`src/rtl/fogb_pkg.sv`:
```
// Shared types, constants and register codes for the distance fog unit.
// Used by every module under rtl; depends on nothing.
package fogb_pkg;

    localparam int DIST_W     = 16;
    localparam int FACT_W     = 17;
    localparam logic [FACT_W-1:0] FACT_ONE = 17'd65536;
    localparam logic [FACT_W-1:0] FACT_MAX = 17'd65535;

    // exponential pipeline shape
    localparam int TERMS       = 20;
    localparam int STEP_STAGES = 6;
    localparam int SQUARINGS   = 4;
    localparam int SQ_STAGES   = 3;
    localparam int EXP_LAT     = 2 + TERMS * STEP_STAGES + SQUARINGS * SQ_STAGES + 1;

    // linear divider shape
    localparam int LIN_BITS  = 2;
    localparam int LIN_STEPS = 16 / LIN_BITS;
    localparam int LIN_PAD   = EXP_LAT - (1 + LIN_STEPS);

    localparam int BLEND_LAT = 2;
    localparam int OUT_LAT   = 1 + EXP_LAT + BLEND_LAT;

    localparam int CFG_IDX_W  = 4;
    localparam int CFG_DATA_W = 16;

    typedef enum logic [CFG_IDX_W-1:0] {
        REG_ENABLE,
        REG_MODE,
        REG_START,
        REG_END,
        REG_DENSITY,
        REG_RED,
        REG_GREEN,
        REG_BLUE
    } cfg_reg_t;

    typedef struct packed {
        logic [7:0]        pixel_red;
        logic [7:0]        pixel_green;
        logic [7:0]        pixel_blue;
        logic [7:0]        pixel_alpha;
        logic [DIST_W-1:0] view_distance;
    } pixel_t;

    typedef struct packed {
        logic [7:0] out_red;
        logic [7:0] out_green;
        logic [7:0] out_blue;
        logic [7:0] out_alpha;
    } result_t;

    typedef struct packed {
        logic        fog_enable;
        logic        fog_mode;
        logic [15:0] fog_start;
        logic [15:0] fog_end;
        logic [15:0] fog_density;
        logic [7:0]  fog_red;
        logic [7:0]  fog_green;
        logic [7:0]  fog_blue;
    } fog_cfg_t;

    localparam fog_cfg_t CFG_RESET = '{
        fog_enable:  1'b0,
        fog_mode:    1'b0,
        fog_start:   16'd320,
        fog_end:     16'd800,
        fog_density: 16'd1311,
        fog_red:     8'd20,
        fog_green:   8'd20,
        fog_blue:    8'd30
    };

endpackage

```
`src/rtl/fogb_lin.sv`:
```
// Linear fog factor: clamp((d - start) / (end - start)) in Q0.16 via a
// pipelined restoring divider, padded to the exponential latency. Depends on fogb_pkg.
module fogb_lin
    import fogb_pkg::*;
(
    input  logic              clk,
    input  logic              rst_n,
    input  fog_cfg_t          cfg,
    input  logic              in_vld,
    input  logic [DIST_W-1:0] distance,
    output logic              out_vld,
    output logic [FACT_W-1:0] factor
);

    function automatic logic [31:0] div_step(
        input logic [15:0] rem,
        input logic [15:0] quot,
        input logic [15:0] den
    );
        logic [16:0] r2;
        logic [15:0] r;
        logic [15:0] q;
        r = rem;
        q = quot;
        for (int b = 0; b < LIN_BITS; b++)
        begin
            r2 = {r, 1'b0};
            if (r2 >= {1'b0, den})
            begin
                r = 16'(r2 - {1'b0, den});
                q = {q[14:0], 1'b1};
            end
            else
            begin
                r = r2[15:0];
                q = {q[14:0], 1'b0};
            end
        end
        return {r, q};
    endfunction

    logic [15:0] den;

    logic        p_vld_reg;
    logic        p_zero_reg;
    logic        p_full_reg;
    logic [15:0] p_rem_reg;

    logic        s_vld_reg  [0:LIN_STEPS-1];
    logic        s_zero_reg [0:LIN_STEPS-1];
    logic        s_full_reg [0:LIN_STEPS-1];
    logic [15:0] s_rem_reg  [0:LIN_STEPS-1];
    logic [15:0] s_quot_reg [0:LIN_STEPS-1];

    logic [31:0] s_next [0:LIN_STEPS-1];

    logic              pad_vld_reg [0:LIN_PAD-1];
    logic [FACT_W-1:0] pad_f_reg   [0:LIN_PAD-1];

    assign den = cfg.fog_end - cfg.fog_start;

    always_comb
    begin
        s_next[0] = div_step(p_rem_reg, 16'd0, den);
        for (int s = 1; s < LIN_STEPS; s++)
        begin
            s_next[s] = div_step(s_rem_reg[s-1], s_quot_reg[s-1], den);
        end
    end

    always_ff @(posedge clk or negedge rst_n)
    begin
        if (!rst_n)
        begin
            p_vld_reg <= 1'b0;
            for (int s = 0; s < LIN_STEPS; s++)
            begin
                s_vld_reg[s] <= 1'b0;
            end
            for (int s = 0; s < LIN_PAD; s++)
            begin
                pad_vld_reg[s] <= 1'b0;
            end
        end
        else
        begin
            p_vld_reg    <= in_vld;
            s_vld_reg[0] <= p_vld_reg;
            for (int s = 1; s < LIN_STEPS; s++)
            begin
                s_vld_reg[s] <= s_vld_reg[s-1];
            end
            pad_vld_reg[0] <= s_vld_reg[LIN_STEPS-1];
            for (int s = 1; s < LIN_PAD; s++)
            begin
                pad_vld_reg[s] <= pad_vld_reg[s-1];
            end
        end
    end

    always_ff @(posedge clk)
    begin
        p_zero_reg <= (cfg.fog_end <= cfg.fog_start) || (distance <= cfg.fog_start);
        p_full_reg <= (distance >= cfg.fog_end);
        p_rem_reg  <= distance - cfg.fog_start;

        s_zero_reg[0] <= p_zero_reg;
        s_full_reg[0] <= p_full_reg;
        for (int s = 1; s < LIN_STEPS; s++)
        begin
            s_zero_reg[s] <= s_zero_reg[s-1];
            s_full_reg[s] <= s_full_reg[s-1];
        end
        for (int s = 0; s < LIN_STEPS; s++)
        begin
            s_rem_reg[s]  <= s_next[s][31:16];
            s_quot_reg[s] <= s_next[s][15:0];
        end

        // clamp, then hold until the exponential path catches up
        if (s_zero_reg[LIN_STEPS-1])
        begin
            pad_f_reg[0] <= '0;
        end
        else if (s_full_reg[LIN_STEPS-1])
        begin
            pad_f_reg[0] <= FACT_ONE;
        end
        else
        begin
            pad_f_reg[0] <= {1'b0, s_quot_reg[LIN_STEPS-1]};
        end
        for (int s = 1; s < LIN_PAD; s++)
        begin
            pad_f_reg[s] <= pad_f_reg[s-1];
        end
    end

    assign out_vld = pad_vld_reg[LIN_PAD-1];
    assign factor  = pad_f_reg[LIN_PAD-1];

endmodule

```
`config.mk`:
```
export PLATFORM = sky130hd
export DESIGN_NAME = fogb_lin
export DESIGN_NICKNAME = d
export VERILOG_FILES = /design/src/rtl/fogb_pkg.sv /design/src/rtl/fogb_lin.sv
export SDC_FILE = /design/constraint.sdc
export NUM_CORES = 2
export LEC_CHECK = 0
export BUFFER_PORTS_ARGS = -buffer_cell sky130_fd_sc_hd__buf_2
export CAP_MARGIN = 25
export CORE_UTILIZATION = 40
export CTS_BUF_LIST = sky130_fd_sc_hd__clkbuf_16
export DETAILED_ROUTE_END_ITERATION = 7
export PLACE_DENSITY = 0.66
export SYNTH_ARGS = -nofsm -noshare
export SYNTH_HDL_FRONTEND = slang
export SYNTH_SLANG_ARGS = --single-unit
```
`constraint.sdc`:
```
create_clock -name clk -period 17.9 [get_ports clk]
set_input_delay 4.475 -clock clk [delete_from_list [all_inputs] [get_ports clk]]
set_output_delay 4.475 -clock clk [all_outputs]
set_load 0.1 [all_outputs]
```
==> metrics <==
# IOs=~110; crit path max fanout=24; DIE AREA=roughly 0.17 mm2; Data arrival, critical path=13.49 ns; hold buffer count at CTS=0; cell accounting for the most synthesized area=dfxtp_1; Routed Wire Length=between 100000 and 150000 um; Post-synth ARST share=under 10%; Residual DRC=8; initial core utilization=~40%; CTS H-Tree Depth=4; total setup buffers inserted after CTS=0; number of max-slew violations in the final report=0; CP required=roughly 19 ns; Rows=149; Mapped Area=roughly 0.067 mm2; clk_skew=around 0.075 ns; total number of vias=roughly 33000; Final Setup Violations=0; Startpoint Class=input port; GPL Wtd Cong=around 0.9; Total GRT Usage=approximately an eighth; drt initial violations=between 1500 and 2000; Achievable Freq=approximately 0.078 GHz; grt total ovfl=0; Syn. warnings=0; Die Wd=just over 400 um; CTS clk-pin slew, worst paths=roughly 0.06 ns; highest-delay cell along the critical path=a2111o_1; ANT nets after route=0; Max Cap Viol=0; ANT cells=0; Synth top cells by count=2343 x dfxtp_1, 273 x ha_1, 199 x nand2_1; top area cells in the synthesized netlist=dfxtp_1 70%, ha_1 5.1%, dfrtp_1 5.1%, xnor2_1 2.1%, a21oi_1 1.4%; Synth top area share=a little over two thirds; Worst Max-Slew Pin Slew=0.8612 ns; kind of critical path=input port to flip-flop; CTS buffer count=roughly 220; Resized cells post-CTS=0; failing checks=design-rule violations; DP HPWL=~62000 um; Syn Inst Count=approximately 4700; vias in the first global route=approximately 33000; sequential-to-total area share from yosys stat=76.25%; Slew headroom=around 43%; Unique masters post-synth=101; Area growth syn-to-layout=16.30%; core area=~0.17 mm2; uppermost layer routed=met4; crit path time final=12.86 ns; RSZ-0062 raised after global routing=no; share of cells above drive strength 1=~11%; Hold Crit Class=flip-flop to flip-flop; Root Buffer=clkbuf_16; CTS tree=yes; initial antenna violation count=3; setup tns final=0 ns; routed length on met1=around 50000 um; Final Hold Fails=0; worst skew pair latency=0.83 ns; ys flop type=dfxtp_1; Max clock buf depth=3; fin crit share=about 72%; Port Buffers=68; Worst setup EP type=flip-flop; first-pass GRT wire length=167300 um; max FFs per register=between 2000 and 2500; Die Ht=slightly above 400 um; met3 routed WL=around 4800 um; register bit total from synthesis=roughly 2500; Post-Syn Area per Cell=~14 um2; Via-to-Cell Ratio=4.466; WL per Instance=roughly 14 um; # nets final=5357; count leader, synth=dfxtp_1; CP max stage delay=approximately 0.73 ns; drt pass-1 iters=7; EDFF count, synth=17; Routed met2 length=around 44000 um; clk sinks=about 2500; status=finished, violations left; worst hold margin=around 0.25 ns; largest net degree at the start of global routing=90
-- per-stage QoR --
step	area, um2	setup WS, ns	std cells	utilization [%]
2_1_floorplan	66670	5.553	4732	-
3_3_place_gp	69730	4.435	6946	42.22
3_5_place_dp	69750	4.340	6947	42.23
4_1_cts	77430	5.170	7358	46.88
5_1_grt	77470	4.278	7360	46.90
6_report	77470	5.036	7360	46.90
-- worst max-delay path, delay by kind of cell --
family | cells | cell delay [ns]
xor+xnor | 1 | 0.15
buf+inv | 4 | 0.46
simple gates | 9 | 2.50
compound gates | 12 | 3.85
fa+ha+maj | 3 | 1.13
mux | 2 | 0.91
-- cell families after synthesis --
group                      count (synthesis)  synth area share (%)
other                                      1              0.005630
buffers and inverters                    212                 1.397
and+or+nand+nor                          656                 4.784
muxes                                     92                 1.580
xor gates and xnor gates                 231                 3.058
AOI/OAI and AO/OA                        730                 7.245
adders and majority gates                299                 5.678
DFF                                     2495                 76.25
-- cells in the final DEF (no fill, tap or decap), types with 35 or more instances in the layout --
master / instances
a21o_1: 94
a21oi_1: 189
buf_2: 67
buf_4: 37
clkbuf_16: 226
clkinv_1: 40
dfrtp_1: 135
dfxtp_1: 2343
ha_1: 272
inv_1: 163
mux2_2: 44
nand2_1: 199
nand3_1: 53
nand4_1: 36
nor2_1: 157
nor3_1: 44
o21ai_0: 137
o21ai_1: 35
o21bai_1: 36
xnor2_1: 150
xor2_1: 70
-- area by class of cell --
class	instances	area, um2
fill	14430	87700
sequential	2495	50790
multi-input combinational	2025	15090
clock buffer	226	5655
tap	2189	2739
clock inverter	185	2027
timing repair buffer	107	670.6
inverter	133	499.2
-- routing by layer --
layer  vias up  GRT usage, %
met1     15520         16.27
li1      16470             -
met4         0         4.741
met5         -             0
met3       236         2.659
met2       649         18.86
-- final timing paths --
kind	start	end	slack, ns	cells past startpoint
max	cfg[65]	s_rem_reg[6][7]$_DFF_P_	5.04	31
max in group asynchronous	rst_n	s_vld_reg[4]$_DFF_PN0_	13.15	3
min	pad_f_reg[1][367]$_DFF_P_	pad_f_reg[1][384]$_DFF_P_	0.25	0
max reg2reg	s_rem_reg[2][0]$_SDFF_PN0_	s_rem_reg[3][5]$_DFF_P_	10.85	22
min reg2reg	pad_f_reg[1][367]$_DFF_P_	pad_f_reg[1][384]$_DFF_P_	0.25	0
min in group asynchronous	rst_n	pad_vld_reg[1]$_DFF_PN0_	3.63	1
Power is not shown: default switching activity piles up to over one toggle a cycle in this logic, so the estimate is an artifact.
