File: src/rtl/fogb_pkg.sv
// Shared types, constants and register codes for the distance fog unit.
// Used by every module under rtl; depends on nothing.
package fogb_pkg;

    localparam int DIST_W     = 16;
    localparam int FACT_W     = 17;
    localparam logic [FACT_W-1:0] FACT_ONE = 17'd65536;
    localparam logic [FACT_W-1:0] FACT_MAX = 17'd65535;

    // exponential pipeline shape
    localparam int TERMS       = 20;
    localparam int STEP_STAGES = 6;
    localparam int SQUARINGS   = 4;
    localparam int SQ_STAGES   = 3;
    localparam int EXP_LAT     = 2 + TERMS * STEP_STAGES + SQUARINGS * SQ_STAGES + 1;

    // linear divider shape
    localparam int LIN_BITS  = 2;
    localparam int LIN_STEPS = 16 / LIN_BITS;
    localparam int LIN_PAD   = EXP_LAT - (1 + LIN_STEPS);

    localparam int BLEND_LAT = 2;
    localparam int OUT_LAT   = 1 + EXP_LAT + BLEND_LAT;

    localparam int CFG_IDX_W  = 4;
    localparam int CFG_DATA_W = 16;

    typedef enum logic [CFG_IDX_W-1:0] {
        REG_ENABLE,
        REG_MODE,
        REG_START,
        REG_END,
        REG_DENSITY,
        REG_RED,
        REG_GREEN,
        REG_BLUE
    } cfg_reg_t;

    typedef struct packed {
        logic [7:0]        pixel_red;
        logic [7:0]        pixel_green;
        logic [7:0]        pixel_blue;
        logic [7:0]        pixel_alpha;
        logic [DIST_W-1:0] view_distance;
    } pixel_t;

    typedef struct packed {
        logic [7:0] out_red;
        logic [7:0] out_green;
        logic [7:0] out_blue;
        logic [7:0] out_alpha;
    } result_t;

    typedef struct packed {
        logic        fog_enable;
        logic        fog_mode;
        logic [15:0] fog_start;
        logic [15:0] fog_end;
        logic [15:0] fog_density;
        logic [7:0]  fog_red;
        logic [7:0]  fog_green;
        logic [7:0]  fog_blue;
    } fog_cfg_t;

    localparam fog_cfg_t CFG_RESET = '{
        fog_enable:  1'b0,
        fog_mode:    1'b0,
        fog_start:   16'd320,
        fog_end:     16'd800,
        fog_density: 16'd1311,
        fog_red:     8'd20,
        fog_green:   8'd20,
        fog_blue:    8'd30
    };

endpackage

File: src/rtl/fogb_blend.sv
// Color blend stages: mix each RGB channel toward the fog color (raw when fog is disabled), pass alpha.
// Depends on fogb_pkg.
module fogb_blend
    import fogb_pkg::*;
(
    input  logic              clk,
    input  logic              rst_n,
    input  fog_cfg_t          cfg,
    input  logic              in_vld,
    input  pixel_t            pix,
    input  logic [FACT_W-1:0] lin_f,
    input  logic [FACT_W-1:0] exp_f,
    output logic              out_vld,
    output result_t           res
);

    logic [FACT_W-1:0] f;
    logic [7:0]        p_ch [0:2];
    logic [7:0]        c_ch [0:2];

    logic        m_vld_reg;
    logic [24:0] m_pix_reg [0:2];
    logic [24:0] m_fog_reg [0:2];
    logic [7:0]  m_raw_reg [0:2];
    logic [7:0]  m_alpha_reg;

    logic [24:0] mix [0:2];
    logic [7:0]  ch_out [0:2];

    logic    done_reg;
    result_t res_reg;

    assign f = cfg.fog_mode ? exp_f : lin_f;

    assign p_ch[0] = pix.pixel_red;
    assign p_ch[1] = pix.pixel_green;
    assign p_ch[2] = pix.pixel_blue;
    assign c_ch[0] = cfg.fog_red;
    assign c_ch[1] = cfg.fog_green;
    assign c_ch[2] = cfg.fog_blue;

    always_comb
    begin
        for (int c = 0; c < 3; c++)
        begin
            mix[c]    = m_pix_reg[c] + m_fog_reg[c];
            ch_out[c] = cfg.fog_enable ? mix[c][23:16] : m_raw_reg[c];
        end
    end

    always_ff @(posedge clk or negedge rst_n)
    begin
        if (!rst_n)
        begin
            m_vld_reg <= 1'b0;
            done_reg  <= 1'b0;
        end
        else
        begin
            m_vld_reg <= in_vld;
            done_reg  <= m_vld_reg;
        end
    end

    always_ff @(posedge clk)
    begin
        for (int c = 0; c < 3; c++)
        begin
            m_pix_reg[c] <= 25'(p_ch[c]) * 25'(FACT_ONE - f);
            m_fog_reg[c] <= 25'(c_ch[c]) * 25'(f);
            m_raw_reg[c] <= p_ch[c];
        end
        m_alpha_reg <= pix.pixel_alpha;

        res_reg.out_red   <= ch_out[0];
        res_reg.out_green <= ch_out[1];
        res_reg.out_blue  <= ch_out[2];
        res_reg.out_alpha <= m_alpha_reg;
    end

    assign out_vld = done_reg;
    assign res     = res_reg;

endmodule

File: config.mk
export PLATFORM = sky130hd
export DESIGN_NAME = fogb_blend
export DESIGN_NICKNAME = d
export VERILOG_FILES = /design/src/rtl/fogb_pkg.sv /design/src/rtl/fogb_blend.sv
export SDC_FILE = /design/constraint.sdc
export NUM_CORES = 2
export LEC_CHECK = 0
export ABC_AREA = 1
export BUFFER_PORTS_ARGS = -buffer_cell sky130_fd_sc_hd__buf_4
export CAP_MARGIN = 20
export CORE_ASPECT_RATIO = 0.7
export CORE_UTILIZATION = 50
export DETAILED_ROUTE_END_ITERATION = 12
export PLACE_DENSITY_LB_ADDON = 0.3
export SYNTH_ARGS = -nofsm -noshare
export SYNTH_HDL_FRONTEND = slang
export SYNTH_SLANG_ARGS = --single-unit
File: constraint.sdc
create_clock -name clk -period 1.55 [get_ports clk]
set_clock_uncertainty 0.05 [all_clocks]
set_input_delay 0.465 -clock clk [delete_from_list [all_inputs] [get_ports clk]]
set_output_delay 0.465 -clock clk [all_outputs]
set_load 0.03 [all_outputs]
==> results by stage <==
Power and ir drop:
- The power per standard cell area is 2640 nW/um2.
- For this design the static power due to leakage is 24.0 nW.
- The worst-case IR drop observed on VDD is 3.23 mV.
- The total design power is 125 mW.

Drt:
- Using the TritonRoute via totals, the vias-per-cell ratio works out to 5.24.
- In this run the remaining antenna-violating nets after routing total 0.
- After detailed routing, the total wire length is 110000 um.
- The via count of the routed design is between 30000 and 40000.
- The average wire per standard cell is between 15 and 20 um.
- The detailed router finished its first iteration with 2790 violations.
- For this run, the detailed router's first-pass iteration total came to 12.
- The post-route DRC violation count is 8.

Clocking:
- The longest clock path from root to sink contains 3 buffers.
- Counting the buffers created by CTS gives 21.
- CTS built an H-tree with a depth of 1.
- TritonCTS built the clock tree.
- Clock-pin slew was measured on the worst setup and hold paths at 70 ps.
- The clock latency reported for the late side of the worst-skew pair is 540 ps.
- The sink count of the clock tree is between 200 and 250.
- In this run the clock root is driven by a sky130_fd_sc_hd__clkbuf_16.

Global routing:
- The total global routing track utilization is 0.307.
- The global-route wire length before repair is 170000 um.
- The maximum number of pins on one net before global-route repair is 43.
- Summed over all layers, the global routing overflow is 0.
- The number of global-route vias before repair is 32800.
- The number of antenna violations at the first check in global routing came to 0.

Synth:
- The post-synthesis instance area is 34300 um2.
- The net count of the mapped netlist is 5488.
- The yosys synthesis warning count is 0.
- The number of enable-type register cells in the synthesized netlist is 0.
- For this run, asynchronously set or reset flops after synthesis account for 0.00952.
- The number of distinct library cells after synthesis is 53.
- After synthesis the netlist holds a flip-flop and latch count of 210.
- In this run the mean area of a mapped cell was between 7 and 8 um2.
- Synthesis handed over a netlist of 4436 instances.
- The share of the Yosys chip area taken by registers is 0.123.
- In the synthesized netlist the dominant register cell turns out to be sky130_fd_sc_hd__dfxtp_1.

Cells and area:
- The utilization after layout is 0.705.
- The fraction of layout cells with a size suffix above 1 is 0.306.
- The filler cell count in the final layout is about 5000.
- The count of non-filler cells in the finished layout is between 6000 and 7000.
- The antenna cell count is 0.
- The area growth from synthesis to layout is 38.0%.
- After the last flow step, the layout net total stands at 6395.

Place:
- Summed over all nets, the half-perimeter wirelength after detailed placement is around 90000 um.
- The post-placement cell count is about 6100.
- The post-placement worst setup slack is -4310 ps.
- The global placer's final weighted congestion is 0.962.
- In this run the tool buffered the top-level ports with 127 buffer cells.

Worst setup path:
- The arrival time at the worst endpoint is 5660 ps.
- The maximum cell stage delay along the critical path is between 500 and 600 ps.
- Data on the critical path is required at its endpoint by 1940 ps.
- The largest fanout on the critical path is 10.
- The critical path endpoint category is a register.
- The worst setup path is launched from an input pin.
- On the critical path, the stage with the largest delay is an instance of sky130_fd_sc_hd__fa_1.
- The type of the setup path with the least slack is input pin to register.

Timing:
- The fmax is 190 MHz.
- The shortest period the worst path allows is 5270 ps.
- The transition time at the pin with the least slew margin is 470 ps.
- The total setup violations reported at the end of the flow is around 160.
- The final critical-path share of the clock period is 3.40.
- Setup repair after global routing could not meet its margin everywhere.
- The number of hold violations in the final report is 0.
- Measured against its own limit, the worst slew margin works out to 0.685.
- The final count of pins violating max slew is 0.
- The slack of the critical path is -3720 ps.

Run status:
- The checks that failed: design-rule violations, negative setup slack.
- The run finished, with violations left.

Floorplanning:
- The floorplan die area is 69800 um2.
- Pin placement for this block handled 192 I/O pins.
- The total number of placement rows is approximately 80.
- The floorplan step set the die width to 315 um.
- The core region is 67200 um2.
- The effective utilization at floorplan is 0.511.
- In this run the vertical extent of the chip is 221 um.

Min path:
- In this run the worst hold path is classified as input pin to register.

Flow run:
- Across the run, the number of max-cap violations was 0.
## where the power goes
part | switching, mW | total (mW) | leakage (nW) | internal, mW
sequential | 1.29 | 9.76 | 1.78 | 8.47
combinational | 56.6 | 110 | 21.9 | 53.3
clock | 2.38 | 5.35 | 0.341 | 2.97
## cell type report
cell class              count  area, um2  share of cell area
flip-flops and latches    210       4210              0.0889
inverters                 876       3350              0.0706
clock inverters            13        149             0.00314
clock buffers              25        561              0.0118
well taps                 891       1110              0.0235
multi-input cells        3219      29500               0.622
repair buffers           1015       8520               0.180
## worst max-delay path: cells and delay by family
kind / cells / cell delay (ps)
fa+ha+maj: 5 / 2230
simple gates: 11 / 1060
buf+inv: 10 / 960
compound gates: 4 / 750
xor+xnor: 1 / 160
## final timing paths
| kind | startpoint | endpoint | slack, ps | cells past startpoint |
|---|---|---|---|---|
| min in group asynchronous | rst_n | m_vld_reg | 190 | 2 |
| worst max-delay path | cfg[72] | m_pix_reg[0][71] | -3720 | 31 |
| max in group asynchronous | rst_n | out_vld | 1160 | 2 |
| worst min-delay path | pix[30] | m_raw_reg[0][22] | 140 | 2 |
| worst min register to register | m_alpha_reg[5] | res[5] | 280 | 0 |
| worst max register to register | m_pix_reg[0][63] | res[10] | -630 | 10 |
## per-stage QoR
| stage | cell area, um2 | setup TNS (ps) | hold WS [ps] |
|---|---|---|---|
| 6_report | 47400 | -376940 | 137 |
| 5_1_grt | 47400 | -396990 | 111 |
| 4_1_cts | 45600 | -359980 | 104 |
| 3_5_place_dp | 43500 | -465040 | 199 |
| 3_3_place_gp | 43500 | -455200 | 197 |
| 2_1_floorplan | 36000 | -382040 | 119 |
## cell usage after synthesis (26+ instances only)
master / count / share of area
sky130_fd_sc_hd__nand3_1: 108 / 0.016
sky130_fd_sc_hd__nand4_1: 38 / 0.0069
sky130_fd_sc_hd__dfxtp_1: 208 / 0.12
sky130_fd_sc_hd__a21o_1: 34 / 0.0074
sky130_fd_sc_hd__fa_1: 586 / 0.34
sky130_fd_sc_hd__ha_1: 307 / 0.11
sky130_fd_sc_hd__o21ai_0: 126 / 0.018
sky130_fd_sc_hd__clkbuf_1: 94 / 0.010
sky130_fd_sc_hd__a21oi_1: 184 / 0.027
sky130_fd_sc_hd__xor2_1: 80 / 0.020
sky130_fd_sc_hd__a31oi_1: 26 / 0.0047
sky130_fd_sc_hd__nand2_1: 893 / 0.098
sky130_fd_sc_hd__xnor2_1: 50 / 0.013
sky130_fd_sc_hd__nor3_1: 31 / 0.0045
sky130_fd_sc_hd__inv_1: 858 / 0.094
sky130_fd_sc_hd__nor2_1: 627 / 0.069
## layout by cell type, fill, tap and decap left out, types with 83 or more instances in the layout
cell                      count
sky130_fd_sc_hd__inv_1      802
sky130_fd_sc_hd__buf_4      901
sky130_fd_sc_hd__a21oi_1    106
sky130_fd_sc_hd__nor2_1     552
sky130_fd_sc_hd__nand2_1    788
sky130_fd_sc_hd__ha_1       220
sky130_fd_sc_hd__fa_1       554
sky130_fd_sc_hd__ha_4        83
sky130_fd_sc_hd__dfxtp_1    208
sky130_fd_sc_hd__nand3_1     98
## cell families (layout without fill, tap and decap cells)
| family | Yosys count | count (layout) | synth area share |
|---|---|---|---|
| AOI/OAI and AO/OA | 430 | 430 | 0.0707 |
| xor gates and xnor gates | 131 | 131 | 0.0339 |
| adders and majority gates | 893 | 893 | 0.453 |
| buffers and inverters | 1007 | 1929 | 0.112 |
| and+or+nand+nor | 1765 | 1765 | 0.208 |
| DFF | 210 | 210 | 0.123 |
## metal layers
layer,global-route usage,share of wire
met1,0.443,0.43
met2,0.469,0.44
met3,0.0666,0.099
met4,0.0714,0.027
met5,0,0
## repair_timing
action / 4_1_cts / 5_1_grt
pin swaps: 131 / 173
gates resized for setup: 221 / 349
cloned: 3 / 1
buffers inserted: 35 / 57
hold endpoints to repair: 11 / 0
hold buffers: 10 / 0
endpoints found under the setup margin: 178 / 185
(Power assumes the default switching activity.)
